### src/hdl/lzwe_pkg.sv
// ============================================================================
// lzwe_pkg
// Shared types, constants and helper functions for the LZW encoder.
// ============================================================================
`default_nettype none

package lzwe_pkg;

    // Table geometry.
    localparam int TABLE_ENTRIES = 4096;
    localparam int MAX_CODE_BITS = 12;
    localparam int CODE_SPACE    = (TABLE_ENTRIES < (1 << MAX_CODE_BITS)) ?
                                   TABLE_ENTRIES : (1 << MAX_CODE_BITS);
    localparam int CW            = $clog2(TABLE_ENTRIES);
    localparam int LIM_W         = CW + 1;
    localparam int ACC_W         = 20;
    localparam int HELD_W        = 5;

    localparam logic [CW-1:0]    EMPTY_LINK = CW'(TABLE_ENTRIES - 1);
    localparam logic [CW-1:0]    FULL_CODE  = CW'(CODE_SPACE - 2);
    localparam logic [3:0]       CFG_RESET  = 4'd8;

    // Input and output beats.
    typedef struct packed {
        logic [7:0] data_byte;
        logic       last_byte;
    } t_in;

    typedef struct packed {
        logic [7:0] out_byte;
        logic       last_in_run;
        logic       stream_done;
    } t_out;

    // Code source for an emit.
    typedef enum logic [1:0] {
        EM_PREFIX = 2'd0,
        EM_CLEAR  = 2'd1,
        EM_END    = 2'd2
    } t_emit;

    // One node of the string table.
    typedef struct packed {
        logic [CW-1:0] prefix;
        logic [CW-1:0] sib;
        logic [7:0]    sym;
    } t_node;

    // Commands from the controller to the datapath.
    typedef struct packed {
        logic  take;
        logic  start;
        logic  restart;
        logic  emit;
        t_emit emit_sel;
        logic  prefix_sym;
        logic  rd_fc;
        logic  rd_node_fc;
        logic  rd_node_sib;
        logic  head_fc;
        logic  head_empty;
        logic  found;
        logic  add;
        logic  push;
        logic  flush;
        logic  fin;
    } t_cmd;

    // Status from the datapath to the controller.
    typedef struct packed {
        logic in_stream;
        logic prefix_valid;
        logic last;
        logic held_ge8;
        logic held_nz;
        logic fc_in_range;
        logic node_pfx_match;
        logic node_sym_match;
        logic sib_empty;
        logic free_full;
        logic can_push;
        logic hold_valid;
        logic out_free;
    } t_sts;

    // Clamp the configured symbol width to its legal range.
    function automatic logic [3:0] eff_bits(input logic [3:0] cfg);
        logic [3:0] e;
        e = cfg;
        if (cfg < 4'd2) e = 4'd2;
        if (cfg > 4'd8) e = 4'd8;
        return e;
    endfunction

    // Code value at which the code width must grow, capped below the table size.
    function automatic logic [LIM_W-1:0] limit_for(input logic [3:0] w);
        logic [16:0] l;
        l = 17'd1 << w;
        if (l >= 17'(CODE_SPACE - 1)) l = 17'(CODE_SPACE - 2);
        return l[LIM_W-1:0];
    endfunction

endpackage

`default_nettype wire

### src/hdl/lzwe_ctrl.sv
// ============================================================================
// lzwe_ctrl
// Sequencer for the LZW encoder: walks the table chain and orders the emits.
// ============================================================================
`default_nettype none

module lzwe_ctrl
    import lzwe_pkg::*;
(
    input  wire  i_clk,
    input  wire  i_rst_n,
    input  wire  i_in_valid,
    output logic o_in_ready,
    input  t_sts i_sts,
    output t_cmd o_cmd
);

    typedef enum logic [14:0] {
        ST_IDLE  = 15'b000000000000001,
        ST_START = 15'b000000000000010,
        ST_SCLR  = 15'b000000000000100,
        ST_PROC  = 15'b000000000001000,
        ST_FC    = 15'b000000000010000,
        ST_NODE  = 15'b000000000100000,
        ST_MISS  = 15'b000000001000000,
        ST_ADD   = 15'b000000010000000,
        ST_FULL  = 15'b000000100000000,
        ST_TAIL  = 15'b000001000000000,
        ST_END2  = 15'b000010000000000,
        ST_END3  = 15'b000100000000000,
        ST_DRAIN = 15'b001000000000000,
        ST_FLUSH = 15'b010000000000000,
        ST_FIN   = 15'b100000000000000
    } t_state;

    t_state r_state, n_state;
    t_state r_ret, n_ret;
    logic   r_first, n_first;

    // State registers.
    always_ff @(posedge i_clk) begin
        if (!i_rst_n) begin
            r_state <= ST_IDLE;
            r_ret   <= ST_IDLE;
            r_first <= 1'b0;
        end else begin
            r_state <= n_state;
            r_ret   <= n_ret;
            r_first <= n_first;
        end
    end

    assign o_in_ready = (r_state == ST_IDLE);

    // Next state and command decode.
    always_comb begin
        n_state = r_state;
        n_ret   = r_ret;
        n_first = r_first;
        o_cmd   = '0;
        o_cmd.emit_sel = EM_PREFIX;
        case (r_state)
            ST_IDLE: begin
                if (i_in_valid) begin
                    o_cmd.take = 1'b1;
                    n_state = i_sts.in_stream ? ST_PROC : ST_START;
                end
            end
            ST_START: begin
                o_cmd.start = 1'b1;
                n_state = ST_SCLR;
            end
            ST_SCLR: begin
                o_cmd.emit = 1'b1;
                o_cmd.emit_sel = EM_CLEAR;
                n_ret   = ST_PROC;
                n_state = ST_DRAIN;
            end
            ST_PROC: begin
                if (!i_sts.prefix_valid) begin
                    o_cmd.prefix_sym = 1'b1;
                    n_state = ST_TAIL;
                end else begin
                    o_cmd.rd_fc = 1'b1;
                    n_state = ST_FC;
                end
            end
            ST_FC: begin
                if (i_sts.fc_in_range) begin
                    o_cmd.rd_node_fc = 1'b1;
                    n_first = 1'b1;
                    n_state = ST_NODE;
                end else begin
                    o_cmd.head_empty = 1'b1;
                    n_state = ST_MISS;
                end
            end
            ST_NODE: begin
                n_first = 1'b0;
                if (r_first && !i_sts.node_pfx_match) begin
                    // Head link left over from an earlier table.
                    o_cmd.head_empty = 1'b1;
                    n_state = ST_MISS;
                end else begin
                    o_cmd.head_fc = r_first;
                    if (i_sts.node_sym_match) begin
                        o_cmd.found = 1'b1;
                        n_state = ST_TAIL;
                    end else if (i_sts.sib_empty) begin
                        n_state = ST_MISS;
                    end else begin
                        o_cmd.rd_node_sib = 1'b1;
                    end
                end
            end
            ST_MISS: begin
                o_cmd.emit = 1'b1;
                o_cmd.emit_sel = EM_PREFIX;
                n_ret   = ST_ADD;
                n_state = ST_DRAIN;
            end
            ST_ADD: begin
                o_cmd.add = 1'b1;
                n_state = ST_FULL;
            end
            ST_FULL: begin
                if (i_sts.free_full) begin
                    o_cmd.emit = 1'b1;
                    o_cmd.emit_sel = EM_CLEAR;
                    o_cmd.restart = 1'b1;
                    n_ret   = ST_TAIL;
                    n_state = ST_DRAIN;
                end else begin
                    n_state = ST_TAIL;
                end
            end
            ST_TAIL: begin
                if (i_sts.last) begin
                    o_cmd.emit = 1'b1;
                    o_cmd.emit_sel = EM_PREFIX;
                    n_ret   = ST_END2;
                    n_state = ST_DRAIN;
                end else begin
                    n_state = ST_FIN;
                end
            end
            ST_END2: begin
                o_cmd.emit = 1'b1;
                o_cmd.emit_sel = EM_CLEAR;
                n_ret   = ST_END3;
                n_state = ST_DRAIN;
            end
            ST_END3: begin
                o_cmd.emit = 1'b1;
                o_cmd.emit_sel = EM_END;
                n_ret   = ST_FLUSH;
                n_state = ST_DRAIN;
            end
            ST_DRAIN: begin
                if (!i_sts.held_ge8) begin
                    n_state = r_ret;
                end else if (i_sts.can_push) begin
                    o_cmd.push = 1'b1;
                end
            end
            ST_FLUSH: begin
                if (!i_sts.held_nz || i_sts.can_push) begin
                    o_cmd.flush = 1'b1;
                    n_state = ST_FIN;
                end
            end
            ST_FIN: begin
                if (!i_sts.hold_valid) begin
                    n_state = ST_IDLE;
                end else if (i_sts.out_free) begin
                    o_cmd.fin = 1'b1;
                    n_state = ST_IDLE;
                end
            end
            default: begin
                n_state = ST_IDLE;
            end
        endcase
    end

endmodule

`default_nettype wire

### config.mk
export PLATFORM = sky130hd
export DESIGN_NAME = lzwe_ctrl
export DESIGN_NICKNAME = d
export VERILOG_FILES = /design/src/hdl/lzwe_pkg.sv /design/src/hdl/lzwe_ctrl.sv
export SDC_FILE = /design/constraint.sdc
export NUM_CORES = 1
export LEC_CHECK = 0
export BUFFER_PORTS_ARGS = -buffer_cell sky130_fd_sc_hd__buf_4
export CAP_MARGIN = 25
export CORE_ASPECT_RATIO = 1.5
export CORE_UTILIZATION = 35
export CTS_CLUSTER_SIZE = 24
export DETAILED_ROUTE_END_ITERATION = 10
export SYNTH_ARGS = -nofsm -noshare
export SYNTH_HDL_FRONTEND = slang
export SYNTH_SLANG_ARGS = --single-unit
### constraint.sdc
create_clock -name i_clk -period 5.4 [get_ports i_clk]
set_input_delay 0.81 -clock i_clk [delete_from_list [all_inputs] [get_ports i_clk]]
set_output_delay 0.81 -clock i_clk [all_outputs]
set_load 0.02 [all_outputs]
# == Word-level counts from Yosys, hierarchy flattened ==
# Index checks and enable logic that the tools add are counted.
# totals
ff_bits,31
in_bits,16
output_inout_bits,18
# classes
n_eq_ne,23
mux,50
reduce_logical,11
# ops
operator,count
$pmux W15 S12,1
$mux W15,11
$pmux W15 S6,1
$mux W1,25
$eq A15 B1 Y1 const B,1
$eq A15 B10 Y1 const B,1
$eq A15 B11 Y1 const B,1
$eq A15 B12 Y1 const B,1
$eq A15 B13 Y1 const B,1
$eq A15 B14 Y1 const B,1
$eq A15 B15 Y1 const B,1
$eq A15 B2 Y1 const B,1
$eq A15 B3 Y1 const B,1
$eq A15 B4 Y1 const B,1
$eq A15 B5 Y1 const B,1
$eq A15 B6 Y1 const B,1
$eq A15 B7 Y1 const B,1
$eq A15 B8 Y1 const B,1
$eq A15 B9 Y1 const B,1
$pmux W3 S5,1
$mux W13,1
$ne A2 B2 Y1 const B,6
$mux W10,1
$mux W4,2
16 further kinds,20

# == Depth between registers and ports, before layout ==
# depth
ltp_word,4
mapped_depth,7
mapped_depth_nobuf,6

# == Least setup slack after synthesis ==
# OpenSTA, ideal clock, no wires.
# synth_path
kind,register to output
startpoint,register r_state[4]
endpoint,output o_cmd[13] (netlist name)
arrival_time_ns,2.116
setup_slack_ns,2.474
path_stages_with_launch,7
path_buffers,1
path_cell_list,dfxtp_1 > or4_1 > buf_2 > nor2_1 > a21boi_1 > nor3_1 > inv_1
# synth_rtl
element,line_no,rtl
"start, declared",lzwe_ctrl.sv:36,"t_state r_state, n_state;"
"start signal, assigned",lzwe_ctrl.sv:47,r_state <= n_state;
"end, declared",lzwe_ctrl.sv:15,output t_cmd o_cmd

==> run summary <==
Max_slew headroom: 0.401
CP startpoint kind: flip-flop
Syn_nets: 202
Layout cells sized above 1: 0.228
Nets: 232
DRT Pass-1 Iters: 4
Final Setup Violations: 0
WL per Instance: 16.0 um
Residual DRC: 0
Switching share of total power: 0.304
Crit path kind: reg2out
Grt ovf: 0
Post-CTS Setup Inserts: 0
Count of state elements after synthesis: 23
CP endpoint kind: output pin
Logic pwr share: 0.227
Pins Over Slew Limit: 0
Least-Margin Pin Slew: 0.892 ns
RSZ-0062 raised after global routing: false
H-tree depth: 1
Placed Cells: 256
GPL Wtd Cong: 0.934
First-pass GRT wire length: 6810 um
Mapped Area: 1520 um2
Row count: 28
Deepest clock path buffer count: 2
Post-synth EDFFs: 0
Port buffer count: 33
Cell-internal power: 262 uW
Post-cts sizing count: 0
Clock Tree Root: clkbuf_8
Net Sw Power: 114 uW
Initial antenna violation count: 0
Maximum number of pins on one net before global-route repair: 14
PwrDens: 205 nW/um2
Peak VDD IR: 0.123 mV
Area contributors post-synth: dfxtp_1 (30%), nor2_1 (4.2%), nor4_4 (4.2%)
Worst skew pair latency: 0.27 ns
Setup TNS: 0 ns
Synth cell types: 47
Clock network power share: 0.298
Vias: 1515
Cts hold-fix bufs: 0
Final hold violations: 0
DR iter-0 viols: 45
Max cap viols: 0
Crit share post-route: 0.605
Die height: 82.6 um
Vias per Instance: 5.83
Post-Syn Instances: 186
ANT nets after route: 0
Hold WC Path Type: reg2reg
Area of the core: 4030 um2
Antenna cells: 0
Total die area: 4600 um2
Syn. warnings: 0
P_leak: 0.778 nW
Vias in the first global route: 1390
IO Count: 34
Critical Path RT: 4.59 ns
Post-synthesis async set-or-reset flop share: 0
Cell taking the most area after synthesis: dfxtp_1
Synth cell count leaders: dfxtp_1 (23), nor2_1 (17), nand2_1 (15)
Initial Util: 0.376
Top cell type's share of synthesized area: 0.304
Total Routing Usage GR: 0.195
Fmax: 0.306 GHz
Worst clock skew: 0.00968 ns
Clock transition at the registers of the reported paths: 0.09 ns
CP arrival: 2.46 ns
Sequential area share after synthesis: 0.304
Area growth syn-to-layout: 21.0%
Fin cells: 260
Routed Wire Length: 4170 um
CTS Buf Count: 3
Final Power: 376 uW
Clk sinks: 23
Mean Syn Cell Area: 8.15 um2
Crit path max fanout: 7
Die width: 55.7 um
Most frequent cell after synthesis: dfxtp_1
Sequential cell fraction of total power: 0.476
DP Wirelength: 3320 um
Crit path time final: 3.27 ns
Outcome: complete, no violations
CTS tree: built
Main synth FF type: dfxtp_1
-- worst paths after layout --
kind                           startpoint                       to  slack [ns]  cells past startpoint
setup / recovery  r_state[4]$_SDFFE_PN0P_                o_cmd[13]        2.13                      6
hold / removal     r_ret[10]$_SDFFE_PN0P_   r_ret[10]$_SDFFE_PN0P_        0.46                      2
setup reg to reg  r_state[4]$_SDFFE_PN0P_  r_state[7]$_SDFFE_PN0P_        2.97                      5
hold reg to reg    r_ret[10]$_SDFFE_PN0P_   r_ret[10]$_SDFFE_PN0P_        0.46                      2
-- critical path, stage by stage, from the launching register on --
cell	delay, ns
dfxtp_1	0.36
or4_1	0.76
nor2_1	0.28
a21boi_1	0.33
nor3_1	0.17
inv_1	0.14
buf_4	0.15
-- layout by cell type (no fill, tap or decap), drive strengths merged, types with 5 or more instances in the layout --
| cell | instances |
|---|---|
| buf | 33 |
| nor2 | 17 |
| nand2 | 15 |
| and2 | 7 |
| nor2b | 8 |
| inv | 6 |
| a21oi | 7 |
| nor3 | 11 |
| dfxtp | 23 |
| nor4 | 8 |
| nand3 | 5 |
| nand4 | 6 |
| o21ai | 6 |
| and3 | 7 |
-- per-layer routing --
layer | up-vias | GRT usage | share of wire
met2 | 55 | 0.349 | 0.50
met5 | - | 0 | 0
li1 | 753 | - | -
met4 | 0 | 0.108 | 0.037
met3 | 13 | 0.0218 | 0.051
met1 | 694 | 0.229 | 0.41
-- power by group through the flow --
stage | clock, mW | sequential, mW | combinational (mW)
6_report | 0.112 | 0.179 | 0.0853
5_1_grt | 0.123 | 0.179 | 0.0939
4_1_cts | 0.113 | 0.179 | 0.0860
3_5_place_dp | 0 | 0.183 | 0.0859
3_3_place_gp | 0 | 0.183 | 0.0861
2_1_floorplan | 0 | 0.177 | 0.0610
-- through the flow --
stage / area [um2] / hold WS (ns) / utilization / setup WS [ns]
final: 1830 / 0.459 / 0.455 / 2.13
after global routing: 1830 / 0.494 / 0.455 / 1.92
after CTS: 1830 / 0.464 / 0.455 / 2.14
after detailed placement: 1790 / 0.452 / 0.443 / 2.45
after global placement: 1790 / 0.442 / 0.443 / 2.47
after floorplan: 1520 / 0.426 / - / 2.47
-- sequential cells by signal (all words and copies together), names as in the netlist --
name and flops:
r_ret 7, r_first 1, r_state 15
-- layout make-up --
type,count,area [um2]
clock inverters,1,5.00
repair buffers,33,248
multi-input cells,149,1000
inverters,6,22.5
fillers,414,2200
clock buffers,3,41.3
well taps,45,56.3
flip-flops and latches,23,460
-- kinds of logic after synthesis --
logic type,synth area share
AND/OR/NAND/NOR,0.484
flip-flops,0.304
XOR/XNOR,0.0173
multiplexers,0.00661
buffers and inverters,0.0363
AO/OA/AOI/OAI,0.152
(Power assumes the default switching activity.)
